File: src/hdl/deq_pkg.sv
package deq_pkg;

  typedef enum logic [2:0] {
    K_PUSH_FRONT = 3'd0,
    K_PUSH_BACK  = 3'd1,
    K_POP_FRONT  = 3'd2,
    K_POP_BACK   = 3'd3,
    K_CLEAR      = 3'd4,
    K_DELETE     = 3'd5,
    K_READ_ALL   = 3'd6,
    K_READ_N     = 3'd7
  } kind_e;

  typedef enum logic [1:0] {
    ST_OK        = 2'd0,
    ST_FULL      = 2'd1,
    ST_EMPTY     = 2'd2,
    ST_NOT_FOUND = 2'd3
  } status_e;

  typedef enum logic [3:0] {
    S_IDLE,
    S_EXEC,
    S_POP,
    S_OUT_RD,
    S_OUT_EMIT,
    S_DEL_RD,
    S_DEL_CMP,
    S_SH_RD,
    S_SH_WR,
    S_RESP
  } state_e;

  localparam int unsigned ValueW = 32;
  localparam int unsigned FillW  = 6;

  typedef struct packed {
    logic [ValueW-1:0] entry_value;
    logic              value_valid;
    status_e           status;
    logic              last;
    logic [FillW-1:0]  fill_count;
  } res_t;

endpackage

File: src/hdl/deq_ram.sv
module deq_ram #(
  parameter int DEPTH = 32,
  localparam int AW = $clog2(DEPTH)
) (
  input  logic                       clk_i,
  input  logic                       we_i,
  input  logic [AW-1:0]              waddr_i,
  input  logic [deq_pkg::ValueW-1:0] wdata_i,
  input  logic                       re_i,
  input  logic [AW-1:0]              raddr_i,
  output logic [deq_pkg::ValueW-1:0] rdata_o
);
  import deq_pkg::*;

  logic [ValueW-1:0] mem [DEPTH];
  logic [ValueW-1:0] rdata_q;

  always_ff @(posedge clk_i) begin
    if (we_i) begin
      mem[waddr_i] <= wdata_i;
    end
  end

  always_ff @(posedge clk_i) begin
    if (re_i) begin
      rdata_q <= mem[raddr_i];
    end
  end

  assign rdata_o = rdata_q;

endmodule

File: src/hdl/deq_seq.sv
module deq_seq #(
  parameter int DEPTH = 32,
  localparam int AW = $clog2(DEPTH),
  localparam int CW = $clog2(DEPTH + 1)
) (
  input  logic                       clk_i,
  input  logic                       rst_ni,
  input  logic                       req_valid_i,
  output logic                       req_ready_o,
  input  deq_pkg::kind_e             req_kind_i,
  input  logic [deq_pkg::ValueW-1:0] req_operand_i,
  output logic                       res_valid_o,
  input  logic                       res_ready_i,
  output deq_pkg::res_t              res_o,
  output logic                       ram_we_o,
  output logic [AW-1:0]              ram_waddr_o,
  output logic [deq_pkg::ValueW-1:0] ram_wdata_o,
  output logic                       ram_re_o,
  output logic [AW-1:0]              ram_raddr_o,
  input  logic [deq_pkg::ValueW-1:0] ram_rdata_i
);
  import deq_pkg::*;

  localparam int SW = CW + 1;

  state_e            state_q, state_d;
  kind_e             kind_q, kind_d;
  logic [ValueW-1:0] opv_q, opv_d;
  logic [AW-1:0]     front_q, front_d;
  logic [CW-1:0]     count_q, count_d;
  logic [CW-1:0]     idx_q, idx_d;
  logic [CW-1:0]     n_q, n_d;
  status_e           stat_q, stat_d;

  logic [CW-1:0] slot_off;
  logic [SW-1:0] slot_sum;
  logic [AW-1:0] slot_addr;
  logic [AW-1:0] front_dec;
  logic [AW-1:0] front_inc;
  logic [SW-1:0] idx_p1;
  logic [SW-1:0] idx_p2;
  logic          empty;
  logic          full;
  logic          hit;
  logic          n_none;
  logic          res_fire;
  logic          out_last;

  // Shared address unit: one offset from the front, wrapped round the store.
  always_comb begin
    slot_off = idx_q;
    unique case (state_q)
      S_EXEC: begin
        priority case (kind_q)
          K_PUSH_BACK: slot_off = count_q;
          K_POP_BACK:  slot_off = count_q - CW'(1);
          default:     slot_off = '0;
        endcase
      end
      S_SH_RD: slot_off = idx_q + CW'(1);
      default: slot_off = idx_q;
    endcase
  end

  assign slot_sum  = SW'(front_q) + SW'(slot_off);
  assign slot_addr = (slot_sum >= SW'(DEPTH)) ? AW'(slot_sum - SW'(DEPTH)) : AW'(slot_sum);
  assign front_dec = (front_q == '0) ? AW'(DEPTH - 1) : front_q - AW'(1);
  assign front_inc = (front_q == AW'(DEPTH - 1)) ? '0 : front_q + AW'(1);

  assign idx_p1   = SW'(idx_q) + SW'(1);
  assign idx_p2   = SW'(idx_q) + SW'(2);
  assign empty    = (count_q == '0);
  assign full     = (count_q == CW'(DEPTH));
  assign hit      = (ram_rdata_i == opv_q);
  assign n_none   = opv_q[ValueW-1] || (opv_q == '0);
  assign out_last = (idx_p1 == SW'(n_q));
  assign res_fire = res_valid_o && res_ready_i;

  always_comb begin
    state_d = state_q;
    unique case (state_q)
      S_IDLE: begin
        if (req_valid_i) begin
          state_d = S_EXEC;
        end
      end
      S_EXEC: begin
        unique case (kind_q)
          K_PUSH_FRONT, K_PUSH_BACK, K_CLEAR: state_d = S_RESP;
          K_POP_FRONT, K_POP_BACK:            state_d = empty ? S_RESP : S_POP;
          K_DELETE:                           state_d = empty ? S_RESP : S_DEL_RD;
          K_READ_ALL:                         state_d = empty ? S_RESP : S_OUT_RD;
          K_READ_N:  state_d = (empty || n_none) ? S_RESP : S_OUT_RD;
        endcase
      end
      S_POP: begin
        if (res_fire) begin
          state_d = S_IDLE;
        end
      end
      S_OUT_RD: state_d = S_OUT_EMIT;
      S_OUT_EMIT: begin
        if (res_fire) begin
          state_d = out_last ? S_IDLE : S_OUT_RD;
        end
      end
      S_DEL_RD: state_d = S_DEL_CMP;
      S_DEL_CMP: begin
        if (hit) begin
          state_d = (idx_p1 < SW'(count_q)) ? S_SH_RD : S_RESP;
        end else begin
          state_d = (idx_p1 == SW'(count_q)) ? S_RESP : S_DEL_RD;
        end
      end
      S_SH_RD: state_d = S_SH_WR;
      S_SH_WR: state_d = (idx_p2 < SW'(count_q)) ? S_SH_RD : S_RESP;
      S_RESP: begin
        if (res_fire) begin
          state_d = S_IDLE;
        end
      end
      default: state_d = S_IDLE;
    endcase
  end

  always_comb begin
    kind_d      = kind_q;
    opv_d       = opv_q;
    front_d     = front_q;
    count_d     = count_q;
    idx_d       = idx_q;
    n_d         = n_q;
    stat_d      = stat_q;
    req_ready_o = 1'b0;
    ram_we_o    = 1'b0;
    ram_waddr_o = slot_addr;
    ram_wdata_o = opv_q;
    ram_re_o    = 1'b0;
    ram_raddr_o = slot_addr;
    res_valid_o = 1'b0;
    res_o.entry_value = '0;
    res_o.value_valid = 1'b0;
    res_o.status      = stat_q;
    res_o.last        = 1'b1;
    res_o.fill_count  = FillW'(count_q);

    unique case (state_q)
      S_IDLE: begin
        req_ready_o = 1'b1;
        if (req_valid_i) begin
          kind_d = req_kind_i;
          opv_d  = req_operand_i;
        end
      end
      S_EXEC: begin
        stat_d = ST_OK;
        idx_d  = '0;
        unique case (kind_q)
          K_PUSH_FRONT, K_PUSH_BACK: begin
            if (full) begin
              stat_d = ST_FULL;
            end else begin
              ram_we_o = 1'b1;
              count_d  = count_q + CW'(1);
              if (kind_q == K_PUSH_FRONT) begin
                ram_waddr_o = front_dec;
                front_d     = front_dec;
              end
            end
          end
          K_POP_FRONT, K_POP_BACK: begin
            if (empty) begin
              stat_d = ST_EMPTY;
            end else begin
              ram_re_o = 1'b1;
            end
          end
          K_CLEAR: begin
            count_d = '0;
            front_d = '0;
          end
          K_DELETE: begin
            if (empty) begin
              stat_d = ST_EMPTY;
            end
          end
          K_READ_ALL, K_READ_N: begin
            if (empty) begin
              stat_d = ST_EMPTY;
            end else if (kind_q == K_READ_N && opv_q < ValueW'(count_q)) begin
              n_d = CW'(opv_q);
            end else begin
              n_d = count_q;
            end
          end
        endcase
      end
      S_POP: begin
        res_valid_o       = 1'b1;
        res_o.entry_value = ram_rdata_i;
        res_o.value_valid = 1'b1;
        res_o.status      = ST_OK;
        res_o.fill_count  = FillW'(count_q - CW'(1));
        if (res_fire) begin
          count_d = count_q - CW'(1);
          if (kind_q == K_POP_FRONT) begin
            front_d = front_inc;
          end
        end
      end
      S_OUT_RD: begin
        ram_re_o = 1'b1;
      end
      S_OUT_EMIT: begin
        res_valid_o       = 1'b1;
        res_o.entry_value = ram_rdata_i;
        res_o.value_valid = 1'b1;
        res_o.status      = ST_OK;
        res_o.last        = out_last;
        if (res_fire) begin
          idx_d = idx_q + CW'(1);
        end
      end
      S_DEL_RD: begin
        ram_re_o = 1'b1;
      end
      S_DEL_CMP: begin
        if (hit) begin
          stat_d = ST_OK;
          if (idx_p1 >= SW'(count_q)) begin
            count_d = count_q - CW'(1);
          end
        end else begin
          idx_d = idx_q + CW'(1);
          if (idx_p1 == SW'(count_q)) begin
            stat_d = ST_NOT_FOUND;
          end
        end
      end
      S_SH_RD: begin
        ram_re_o = 1'b1;
      end
      S_SH_WR: begin
        ram_we_o    = 1'b1;
        ram_wdata_o = ram_rdata_i;
        idx_d       = idx_q + CW'(1);
        if (idx_p2 >= SW'(count_q)) begin
          count_d = count_q - CW'(1);
          stat_d  = ST_OK;
        end
      end
      S_RESP: begin
        res_valid_o = 1'b1;
      end
      default: begin
        req_ready_o = 1'b0;
      end
    endcase
  end

  always_ff @(posedge clk_i or negedge rst_ni) begin
    if (!rst_ni) begin
      state_q <= S_IDLE;
      front_q <= '0;
      count_q <= '0;
      idx_q   <= '0;
      n_q     <= '0;
      stat_q  <= ST_OK;
    end else begin
      state_q <= state_d;
      front_q <= front_d;
      count_q <= count_d;
      idx_q   <= idx_d;
      n_q     <= n_d;
      stat_q  <= stat_d;
    end
  end

  always_ff @(posedge clk_i) begin
    kind_q <= kind_d;
    opv_q  <= opv_d;
  end

endmodule

File: src/hdl/double_ended_queue_ops_core.sv
// Bounded double-ended queue of signed 32-bit values, one operation per request.
// Slave channel: s_axis_tuser carries the operation kind, s_axis_tdata the operand
// (value to push or delete, or the count for a partial read-out). Master channel:
// one result per request, or one per entry for read-outs, with tlast on the final
// result of each request. Full, empty and not-found cases are reported in tuser.
// A request is taken only while the sequencer is idle. Push, pop, clear and status-only
// results pass through the execute state, then the pop or response state, then the
// output register. A read-out reads (OUT_RD) and emits (OUT_EMIT) one entry at a time
// and takes no new request until its last entry is emitted. A delete reads and compares
// entries (DEL_RD, DEL_CMP) until it finds the value, then reads and writes back each
// later entry (SH_RD, SH_WR) to close the gap. The store's one read port is registered.
// Reset empties the queue at once; no clearing pass is needed because stored
// entries are only read while live. A result waits in the output register while
// the receiver stalls, and the sequencer holds until that register is free.
module double_ended_queue_ops_core #(
  parameter int DEPTH = 32,
  localparam int AW = $clog2(DEPTH)
) (
  input  logic        clk_i,
  input  logic        rst_ni,
  input  logic        s_axis_tvalid,
  output logic        s_axis_tready,
  input  logic [31:0] s_axis_tdata,  // [31:0] operand_value
  input  logic [2:0]  s_axis_tuser,  // [2:0] kind
  output logic        m_axis_tvalid,
  input  logic        m_axis_tready,
  output logic [39:0] m_axis_tdata,  // [31:0] entry_value, [37:32] fill_count, rest zero
  output logic [2:0]  m_axis_tuser,  // [0] value_valid, [2:1] status
  output logic        m_axis_tlast
);
  import deq_pkg::*;

  logic              res_valid;
  logic              res_ready;
  res_t              res;
  res_t              out_q;
  logic              out_vld_q;
  logic              ram_we;
  logic [AW-1:0]     ram_waddr;
  logic [ValueW-1:0] ram_wdata;
  logic              ram_re;
  logic [AW-1:0]     ram_raddr;
  logic [ValueW-1:0] ram_rdata;

  deq_seq #(.DEPTH(DEPTH)) u_seq (
    .clk_i         (clk_i),
    .rst_ni        (rst_ni),
    .req_valid_i   (s_axis_tvalid),
    .req_ready_o   (s_axis_tready),
    .req_kind_i    (kind_e'(s_axis_tuser)),
    .req_operand_i (s_axis_tdata),
    .res_valid_o   (res_valid),
    .res_ready_i   (res_ready),
    .res_o         (res),
    .ram_we_o      (ram_we),
    .ram_waddr_o   (ram_waddr),
    .ram_wdata_o   (ram_wdata),
    .ram_re_o      (ram_re),
    .ram_raddr_o   (ram_raddr),
    .ram_rdata_i   (ram_rdata)
  );

  deq_ram #(.DEPTH(DEPTH)) u_ram (
    .clk_i   (clk_i),
    .we_i    (ram_we),
    .waddr_i (ram_waddr),
    .wdata_i (ram_wdata),
    .re_i    (ram_re),
    .raddr_i (ram_raddr),
    .rdata_o (ram_rdata)
  );

  assign res_ready = !out_vld_q || m_axis_tready;

  always_ff @(posedge clk_i or negedge rst_ni) begin
    if (!rst_ni) begin
      out_vld_q <= 1'b0;
    end else if (res_ready) begin
      out_vld_q <= res_valid;
    end
  end

  always_ff @(posedge clk_i) begin
    if (res_valid && res_ready) begin
      out_q <= res;
    end
  end

  assign m_axis_tvalid = out_vld_q;
  assign m_axis_tdata  = {2'b00, out_q.fill_count, out_q.entry_value};
  assign m_axis_tuser  = {out_q.status, out_q.value_valid};
  assign m_axis_tlast  = out_q.last;

endmodule

File: config.mk
export PLATFORM = sky130hd
export DESIGN_NAME = double_ended_queue_ops_core
export DESIGN_NICKNAME = d
export VERILOG_FILES = /design/src/hdl/deq_pkg.sv /design/src/hdl/deq_ram.sv /design/src/hdl/deq_seq.sv /design/src/hdl/double_ended_queue_ops_core.sv
export SDC_FILE = /design/constraint.sdc
export NUM_CORES = 1
export LEC_CHECK = 0
export BUFFER_PORTS_ARGS = -buffer_cell sky130_fd_sc_hd__buf_2
export CORE_UTILIZATION = 45
export CTS_BUF_LIST = sky130_fd_sc_hd__clkbuf_2 sky130_fd_sc_hd__clkbuf_4 sky130_fd_sc_hd__clkbuf_8
export DETAILED_ROUTE_END_ITERATION = 12
export PLACE_DENSITY = 0.66
export RECOVER_POWER = 100
export SKIP_CTS_REPAIR_TIMING = 1
export SLEW_MARGIN = 20
export SYNTH_ARGS = -nofsm -noshare
export SYNTH_HDL_FRONTEND = slang
export SYNTH_SLANG_ARGS = --single-unit
File: constraint.sdc
create_clock -name clk_i -period 8.9 [get_ports clk_i]
set_input_delay 1.335 -clock clk_i [delete_from_list [all_inputs] [get_ports clk_i]]
set_output_delay 1.335 -clock clk_i [all_outputs]
set_load 0.1 [all_outputs]
# Yosys cells after proc, flatten, opt, wreduce, memory -nomap -nowiden
# Memory sizes are Yosys's and may differ from the RTL's. A register that Yosys moved wholly into a read port is not among the register bits.
# Cells that the tools add are included.
dict set report classes {
  n_addsub 9
  mux 60
  bitwise_logic 1
  n_eq_ne 34
  order_cmp 6
  reduce_logical 31
}
# op n
set ops {}
lappend ops {{$mux W5} 11}
lappend ops {{$mux W6} 9}
lappend ops {{$pmux W6 S4} 2}
lappend ops {{$mux W4} 11}
lappend ops {{$pmux W4 S9} 1}
lappend ops {{$pmux W6 S2} 3}
lappend ops {{$eq A32 B32 Y1} 1}
lappend ops {{$logic_not A32 Y1} 1}
lappend ops {{$lt A32 B6 Y1} 1}
lappend ops {{$mux W32} 1}
lappend ops {{$pmux W4 S5} 1}
lappend ops {{$pmux W5 S2} 2}
lappend ops {{$eq A4 B3 Y1 const B} 4}
lappend ops {{$eq A7 B6 Y1} 2}
lappend ops {{$ge A7 B6 Y1} 2}
lappend ops {{$lt A7 B6 Y1} 2}
lappend ops {{$ne A2 B1 Y1 const B} 7}
lappend ops {{$add A6 B1 Y6 const B} 2}
lappend ops {{$eq A3 B3 Y1 const B} 4}
lappend ops {{$reduce_and A3 Y1} 4}
lappend ops {{$mux W2} 5}
lappend ops {{$reduce_or A2 Y1} 5}
lappend ops {{$sub A5 B1 Y5 const B} 2}
lappend ops {{$mux W1} 9}
lappend ops {{other kinds (37)} 49}
dict set report word_totals {
  reg_bits 107
  n_memories 1
  elab_cells 156
  inputBits 39
  ram_bits 1024
  output_inout_bits 46
}
# memory words word_bits read_ports rd_clocked_by_memory_dff wr line
set memory_table {}
lappend memory_table {u_ram.mem 32 32 1 1 1 deq_ram.sv:15} ;# logic [ValueW-1:0] mem [DEPTH];

# Longest topological paths before layout
# Gate-level depths: netlist (run 1).
dict set report depth {
  depth_word 10
  mapped_depth 18
  ltp_nobuf 14
}

# Cells and area by module
# A second synthesis (run 1) with hierarchy kept.
dict set report hier_totals {
  cells_unflattened 2961
  hier_area_um2 47697.0
}
# mod n_inst seq_area_each_um2 cells_per_inst area_each_um2
set modules_own_cells {}
lappend modules_own_cells {deq_ram 1 31710.4 2260 40812.9}
lappend modules_own_cells {deq_seq 1 1776.7 652 5550.3}
lappend modules_own_cells {double_ended_queue_ops_core 1 1286.2 49 1333.8}

# Least setup slack after synthesis (run 1)
# No wires, ideal clock.
dict set report synth_timing {
  path_type {register -> register}
  from {reg u_seq.state_q[3]}
  to {mem u_ram.mem[10][0], enable pin}
  synth_period_minus_slack_ns 6.106
  setup_time_ns 0.461
  path_slack_ns 2.794
  stages_incl_launch_ff 16
  t_arrival_ns 5.645
  path_buffers 3
  required_time_ns 8.439
  path_cell_list {dfrtp_1 -> buf_2 -> nor4b_4 -> nand3_1 -> o221ai_1 -> ha_1 -> inv_1 -> fa_1 -> nand2b_1 -> a21oi_1 -> xnor2_1 -> or4_1 -> and3_4 -> buf_6 -> buf_6 -> nor3_1}
}
dict set report synth_between {
  elab_chain_len 9
  word_cells_on_any_way 15
  cone_classes {2 x add/sub; 1 x order compare; 3 x eq/ne; 9 x mux}
}
# item line
set synth_lines {}
lappend synth_lines {{from (decl)} deq_seq.sv:26} ;# state_e state_q, state_d;
lappend synth_lines {{from (signal assigned)} deq_seq.sv:270} ;# state_q <= state_d;
lappend synth_lines {{$eq A4 B3 Y1 or $eq A4 B1 Y1 (tied branches)} {deq_seq.sv:52, deq_seq.sv:147}}
lappend synth_lines {{$pmux W6 S2} deq_seq.sv:52} ;# unique case (state_q)
lappend synth_lines {{$add A5 B6 Y7} deq_seq.sv:65} ;# assign slot_sum = SW'(front_q) + SW'(slot_off);
lappend synth_lines {{$ge A7 B6 Y1 or $sub A5 B1 Y5 (tied branches)} deq_seq.sv:66} ;# assign slot_addr = (slot_sum >= SW'(DEPTH)) ? AW'(slot_sum - SW'(DEPTH)) : AW'(slot_sum);
lappend synth_lines {{$mux W5} deq_seq.sv:66}
lappend synth_lines {{$mux W5} deq_seq.sv:165} ;# if (kind_q == K_PUSH_FRONT) begin
lappend synth_lines {{$mux W5} deq_seq.sv:160} ;# if (full) begin
lappend synth_lines {{$mux W5} deq_seq.sv:158} ;# unique case (kind_q)
lappend synth_lines {{$mux W5} deq_seq.sv:147} ;# unique case (state_q)
lappend synth_lines {{to (decl)} deq_ram.sv:15}
# Parallel ways exist; a longest one is shown, timed or not.

# Final worst setup path (run 1)
dict set report layout_timing {
  from {reg u_seq.state_q[0]}
  to {mem u_ram.mem[7][20], enable pin}
}
# The elaborated chain is that of the path after synthesis.

==> impl_metrics.json, run 1 <==
{
  "firstDrtPassIters": 5,
  "hold_slack_ns": 0.514,
  "start_kind": "register",
  "rsz0062_at_grt": "no",
  "dp_hpwl_um": 70600,
  "dieHeight_um": 326,
  "tns_ns": 0,
  "port_buffers": 82,
  "clk_pin_slew_ns": 0.07,
  "cts.sinks": 1163,
  "tightest_slew_ns": 2.81,
  "post-place-ws_ns": 2.53,
  "postSynthAreaPerCell_um2": 17.7,
  "rows": 118,
  "first_global_vias": 26500,
  "synthDominantCellAreaShare_pct": 72.2,
  "final_util_pct": 50.8,
  "cellPowerDensity_nw_per_um2": 410,
  "p_leak_nw": 17.3,
  "fin_worst_skew_ns": 0.0616,
  "cpPeakStageDelay_ns": 1.29,
  "tritoncts": "built",
  "clockBufferDepth": 3,
  "ff2ff_path_depth": 13,
  "critPathKind": "register to register",
  "grt_start_max_net_pins": 145,
  "final_cell_mix": "1133 x edfxtp_1, 461 x nand2_1, 256 x mux4_2",
  "cts_root_buffer": "clkbuf_8",
  "busiest_layer": "met2",
  "drive_gt1_share_pct": 20.8,
  "yosysSeqAreaShare_pct": 73.8,
  "cts_max_level": 4,
  "path_buf_inv": 2,
  "outcome": "finished, violations left",
  "vias": 25900,
  "cp_max_fo": 27,
  "first_iter_violations": 3268,
  "die-area_um2": 106000,
  "detail_route.vias_per_cell": 5.89,
  "timing.reg2reg.setup_slack_ns": 1.56,
  "hold_viol": 0,
  "worst_path_max_delay_cell": "nor4b_1",
  "grt_overflow": 0,
  "worst_hold_path_type": "register to register",
  "violations": "max-capacitance violations, max-slew violations",
  "initial_core_util_pct": 45.5,
  "grt_use_total_pct": 23.2,
  "netlist_instances": 2664,
  "end_kind": "register",
  "ant_nets": 0,
  "crit_family": "simple AND/OR/NAND/NOR gates",
  "fin_crit_sh_pct": 82.5,
  "reg2reg_to": "u_ram.mem[7][20]",
  "async_reset_ff_share_pct": 2.58,
  "r2r-start": "u_seq.state_q[0]",
  "synth_edf_count": 1133,
  "syn-cell-area_um2": 47100,
  "io_pins": 85,
  "wl_per_cell_um": 27.9,
  "ys_ff_latch": 1163,
  "path_cells": "nor4b_1 -> nand3_1 -> o221ai_1 -> ha_4 -> inv_1 -> fa_4 -> nand2b_1 -> a21oi_1 -> xnor2_1 -> or4_1 -> and3_1 -> nor3_1 -> clkbuf_2",
  "critPathArrivalTime_ns": 7.79,
  "setup_ws_ns": 1.56,
  "met1_usage_pct": 31.6,
  "drc": 0,
  "place_congestion": 0.943,
  "use_met2_pct": 37.2,
  "setup_viol": 0,
  "max_slew_margin_pct": -87.1,
  "hold_start": "u_seq.n_q[2]",
  "synth.distinct_cells": 72,
  "syn_to_final_growth_pct": 11.8,
  "finalPower_w": 0.0216,
  "fillers": 8383,
  "use_met3_pct": 4.77,
  "cap_violations": 23,
  "max_freq_ghz": 0.136,
  "grt_pass1_wl_um": 179000,
  "fp.dieW_um": 326,
  "layout_commonest_cell": "edfxtp_1",
  "min_period_ns": 7.34,
  "synth_top_area_cell": "edfxtp_1",
  "placeableCoreArea_um2": 104000,
  "hold_path_depth": 2,
  "antenna_found_initial": 2,
  "hold-path-endpoint": "u_seq.n_q[2]",
  "worstSkewPairLatency_ns": 0.89,
  "wirelength_um": 122000,
  "cp.required_ns": 9.35,
  "irDropWorstVdd_mv": 0.396,
  "synth_area_leaders": "edfxtp_1 72%, mux4_2 12%, nand2_1 3.7%",
  "ys.warnings.count": 0,
  "cts_inserted_buffers": 185,
  "synth_ff_type": "edfxtp_1",
  "drv_slew": 587,
  "layout.nets": 2937
}
[power breakdown]
group	switching [W]	leakage [nW]	internal [W]
Clock	0.00206	1.89	0.00234
Sequential	0.000407	10.6	0.00709
Combinational	0.00598	4.78	0.00373
[worst max-delay path by stage]
stage,from,end,slack [ns],depth (start not counted)
floorplan,u_seq.state_q[3],u_ram.mem[10][0],2.79,15
global placement,u_seq.state_q[3],u_ram.mem[2][15],2.45,13
detailed placement,u_seq.state_q[0],u_ram.mem[6][15],2.53,11
CTS,u_seq.state_q[0],u_ram.mem[2][9],2.40,11
global route,u_seq.state_q[0],u_ram.mem[7][15],1.23,13
finish,u_seq.state_q[0],u_ram.mem[7][20],1.56,13
[area by class of cell]
cell class	count	area [µm²]	area share, %
Sequential cell	1163	34800	66.0
Clock buffer	254	3080	5.85
Multi-Input combinational cell	1335	11700	22.2
Clock inverter	73	484	0.919
Inverter	24	90.1	0.171
Antenna cell	2	5.00	0.00950
Tap cell	1380	1730	3.28
Timing Repair Buffer	159	806	1.53
[sequential cells by signal, summed over array words and instances, names as in the netlist]
name	flops
m_axis_tdata	38
m_axis_tlast	1
m_axis_tuser	3
m_axis_tvalid	1
u_ram.mem	1024
u_ram.rdata_o	32
u_seq.count_q	6
u_seq.front_q	5
u_seq.idx_q	6
u_seq.kind_q	3
u_seq.n_q	6
u_seq.opv_q	32
u_seq.stat_q	2
u_seq.state_q	4
[worst reg2reg max path, cell delays in order (launching register included)]
cell and delay, ns:
dfrtp_1 0.73, nor4b_1 1.29, nand3_1 0.39, o221ai_1 0.37, ha_4 0.18, inv_1 0.06
fa_4 0.51, nand2b_1 0.18, a21oi_1 0.18, xnor2_1 0.18, or4_1 0.53, and3_1 0.39
nor3_1 0.82, clkbuf_2 1.05
[cells by family (layout without fill, tap and decap cells)]
logic type,after synthesis,count (layout),synth area share (%)
xor gates and xnor gates,60,60,1.18
adders and majority gates,30,30,0.813
DFF,1163,1163,73.8
AOI/OAI and AO/OA,259,259,3.23
muxes,297,297,13.1
buffers and inverters,167,510,1.43
other,1,4,0.00796
and+or+nand+nor,687,687,6.43
[metal layers]
metal	up-vias	part of all wire [%]
met3	264	8.8
met2	1332	48
met1	13400	40
met4	0	3.4
met5	-	0
li1	10900	-
[cells in the mapped netlist, types with 10 or more instances]
| cell type | n |
|---|---|
| a21oi_1 | 151 |
| a31oi_1 | 10 |
| buf_1 | 45 |
| clkbuf_1 | 85 |
| dfrtp_1 | 30 |
| edfxtp_1 | 1133 |
| ha_1 | 29 |
| inv_1 | 23 |
| mux2i_1 | 39 |
| mux4_2 | 256 |
| nand2_1 | 461 |
| nand3_1 | 14 |
| nand4_1 | 14 |
| nor2_1 | 43 |
| nor2b_1 | 40 |
| nor3_1 | 47 |
| nor4_1 | 17 |
| o21ai_0 | 30 |
| xnor2_1 | 53 |
[through the flow]
| step | std cells | instance area, µm² |
|---|---|---|
| 2_1_floorplan | 2665 | 47100 |
| 3_3_place_gp | 4059 | 49500 |
| 3_5_place_dp | 4059 | 49500 |
| 4_1_cts | 4386 | 53100 |
| 5_1_grt | 4390 | 52700 |
| 6_report | 4390 | 52700 |
No activity file was read; power rests on OpenSTA's default activity.
==> run 2: changes to the inputs <==
PLACE_DENSITY = 0.69   (was 0.66)
clock period = 6.1 ns   (was 8.9 ns; I/O delays follow)
==> run 2 against run 1 <==
The run still ends with max-capacitance violations, max-slew violations left. Clock skew fell by 0.016 ns. Register-to-register slack worse by 1.1 ns. Wire length is 0.22% lower. Non-clock buffer count up 26. Fmax rose by 29%. First-iteration DRC count rose by 7.4%. Clock-buffer cell count down 16. Cell count is 0.46% higher. Highest routed layer unchanged.
==> impl_metrics.json, run 2 (synthesis gave the netlist of run 1 again) <==
{
  "outcome": "finished, violations left",
  "violations": "max-capacitance violations, max-slew violations",
  "io_pins": 85,
  "placeableCoreArea_um2": 104000,
  "grt_use_total_pct": 23.0,
  "rows": 118,
  "fin_worst_skew_ns": 0.0460,
  "dp_cells": 4087,
  "fillers": 8308,
  "first_iter_violations": 3510,
  "clockBufferDepth": 3,
  "critPathArrivalTime_ns": 6.17,
  "seq_area_um2": 34800,
  "grt_pass1_wl_um": 179000,
  "final_cell_mix": "1133 x edfxtp_1, 461 x nand2_1, 256 x mux4_2",
  "setup_viol": 0,
  "cpPeakStageDelay_ns": 1.29,
  "r2r-start": "u_seq.state_q[0]",
  "path_buf_inv": 3,
  "port_buffers": 82,
  "layout_commonest_cell": "edfxtp_1",
  "firstDrtPassIters": 5,
  "hold-path-endpoint": "u_seq.opv_q[24]",
  "end_kind": "register",
  "dieHeight_um": 326,
  "cts.sinks": 1163,
  "tightest_slew_ns": 3.00,
  "antenna_found_initial": 3,
  "worst_path_max_delay_cell": "fa_2",
  "worst_hold_path_type": "input pin to register",
  "ff2ff_path_depth": 11,
  "cts_root_buffer": "clkbuf_8",
  "top_register": "u_ram.mem",
  "syn_to_final_growth_pct": 12.8,
  "cts_inserted_buffers": 182,
  "place_congestion": 0.915,
  "dp_hpwl_um": 75000,
  "fin_crit_sh_pct": 93.3,
  "drive_gt1_share_pct": 21.8,
  "clk_pin_slew_ns": 0.06,
  "min_period_ns": 5.69,
  "max_slew_margin_pct": -100,
  "fin_cells": 4410,
  "crit_family": "simple AND/OR/NAND/NOR gates",
  "ant_nets": 0,
  "tritoncts": "built",
  "initial_core_util_pct": 45.5,
  "rsz0062_at_grt": "no",
  "grt_overflow": 0,
  "timing.reg2reg.setup_slack_ns": 0.41,
  "reg2reg_to": "u_ram.mem[5][11]",
  "detail_route.vias_per_cell": 6.01,
  "start_kind": "register",
  "cap_violations": 31,
  "hold_viol": 0,
  "wirelength_um": 122000,
  "hold_start": "s_axis_tdata[24]",
  "first_global_vias": 26500,
  "wl_per_cell_um": 27.7,
  "grt_start_max_net_pins": 130,
  "hold_path_depth": 1,
  "worstSkewPairLatency_ns": 0.86,
  "layout.nets": 2960,
  "fp.dieW_um": 326,
  "vias": 26500,
  "drc": 0,
  "largest_reg_flops": 1024,
  "cp.required_ns": 6.58,
  "max_freq_ghz": 0.176,
  "multi_input_area_um2": 11800,
  "drv_slew": 1002,
  "cp_max_fo": 50,
  "die-area_um2": 106000,
  "critPathKind": "register to register",
  "path_cells": "nor4b_4 -> nand3_1 -> a211oi_1 -> a221o_1 -> inv_1 -> fa_2 -> buf_12 -> and3b_1 -> a31oi_2 -> nor3_1 -> clkbuf_2",
  "cts_max_level": 4
}
[run 2: changes by cell type in the layout (fill, tap and decap cells not counted), moves of 3 or more]
cell	delta
buf_12	+19
clkbuf_2	+3
clkbuf_4	-5
clkbuf_8	-6
clkinv_2	+4
inv_8	+4
nor2_1	-3
[run 2: per-stage QoR]
| step | setup WS [ns] | cell area (µm²) | hold WS, ns | util (%) | setup TNS [ns] |
|---|---|---|---|---|---|
| 4_1_cts | 0.715 | 53500 | 0.0885 | 51.7 | 0 |
| 6_report | 0.411 | 53100 | 0.231 | 51.3 | 0 |
| 3_5_place_dp | 0.747 | 50000 | 0.487 | 48.3 | 0 |
| 3_3_place_gp | 0.859 | 50000 | 0.482 | 48.3 | 0 |
| 5_1_grt | 0.211 | 53100 | 0.188 | 51.3 | 0 |
| 2_1_floorplan | -0.00636 | 47100 | 0.452 | - | -1.20 |
[run 2: worst max path at each step]
| stage | from | to | slack (ns) | depth (start not counted) |
|---|---|---|---|---|
| after floorplan | u_seq.state_q[3] | u_ram.mem[10][0] | -0.006 | 15 |
| after global routing | u_seq.state_q[0] | u_ram.mem[5][9] | 0.21 | 11 |
| after global placement | u_seq.state_q[3] | u_ram.rdata_o[6] | 0.86 | 15 |
| final | u_seq.state_q[0] | u_ram.mem[5][11] | 0.41 | 11 |
| after CTS | u_seq.state_q[0] | u_ram.rdata_o[6] | 0.72 | 13 |
| after detailed placement | u_seq.state_q[0] | u_ram.rdata_o[6] | 0.75 | 13 |
[run 2: metal layers]
metal  track usage, %  up-vias  wire, µm  share of wire, %
met3             5.26      187     14000                11
met1             34.1    13800     50300                41
met5                0        -         0                 0
li1                 -    11000         -                 -
met4             6.79        0      2780               2.3
met2             34.2     1595     55000                45
[run 2: final cells by class]
| cell class | count | share of cell area (%) |
|---|---|---|
| Timing Repair Buffer | 185 | 2.28 |
| Antenna cell | 4 | 0.0188 |
| Clock inverter | 81 | 1.12 |
| Tap cell | 1380 | 3.25 |
| Sequential cell | 1163 | 65.4 |
| Multi-Input combinational cell | 1335 | 22.2 |
| Clock buffer | 238 | 5.51 |
| Inverter | 24 | 0.170 |
[run 2: worst reg2reg max path, stage by stage, from the launching register on]
cell	delay, ns
dfrtp_1	0.74
nor4b_4	0.59
nand3_1	0.30
a211oi_1	0.37
a221o_1	0.20
inv_1	0.06
fa_2	1.29
buf_12	0.41
and3b_1	0.23
a31oi_2	0.13
nor3_1	0.36
clkbuf_2	0.61
Power of run 2 is left out: the tool's default activity adds up to more than one toggle a clock period on the data nets, which glitch-free logic cannot reach.
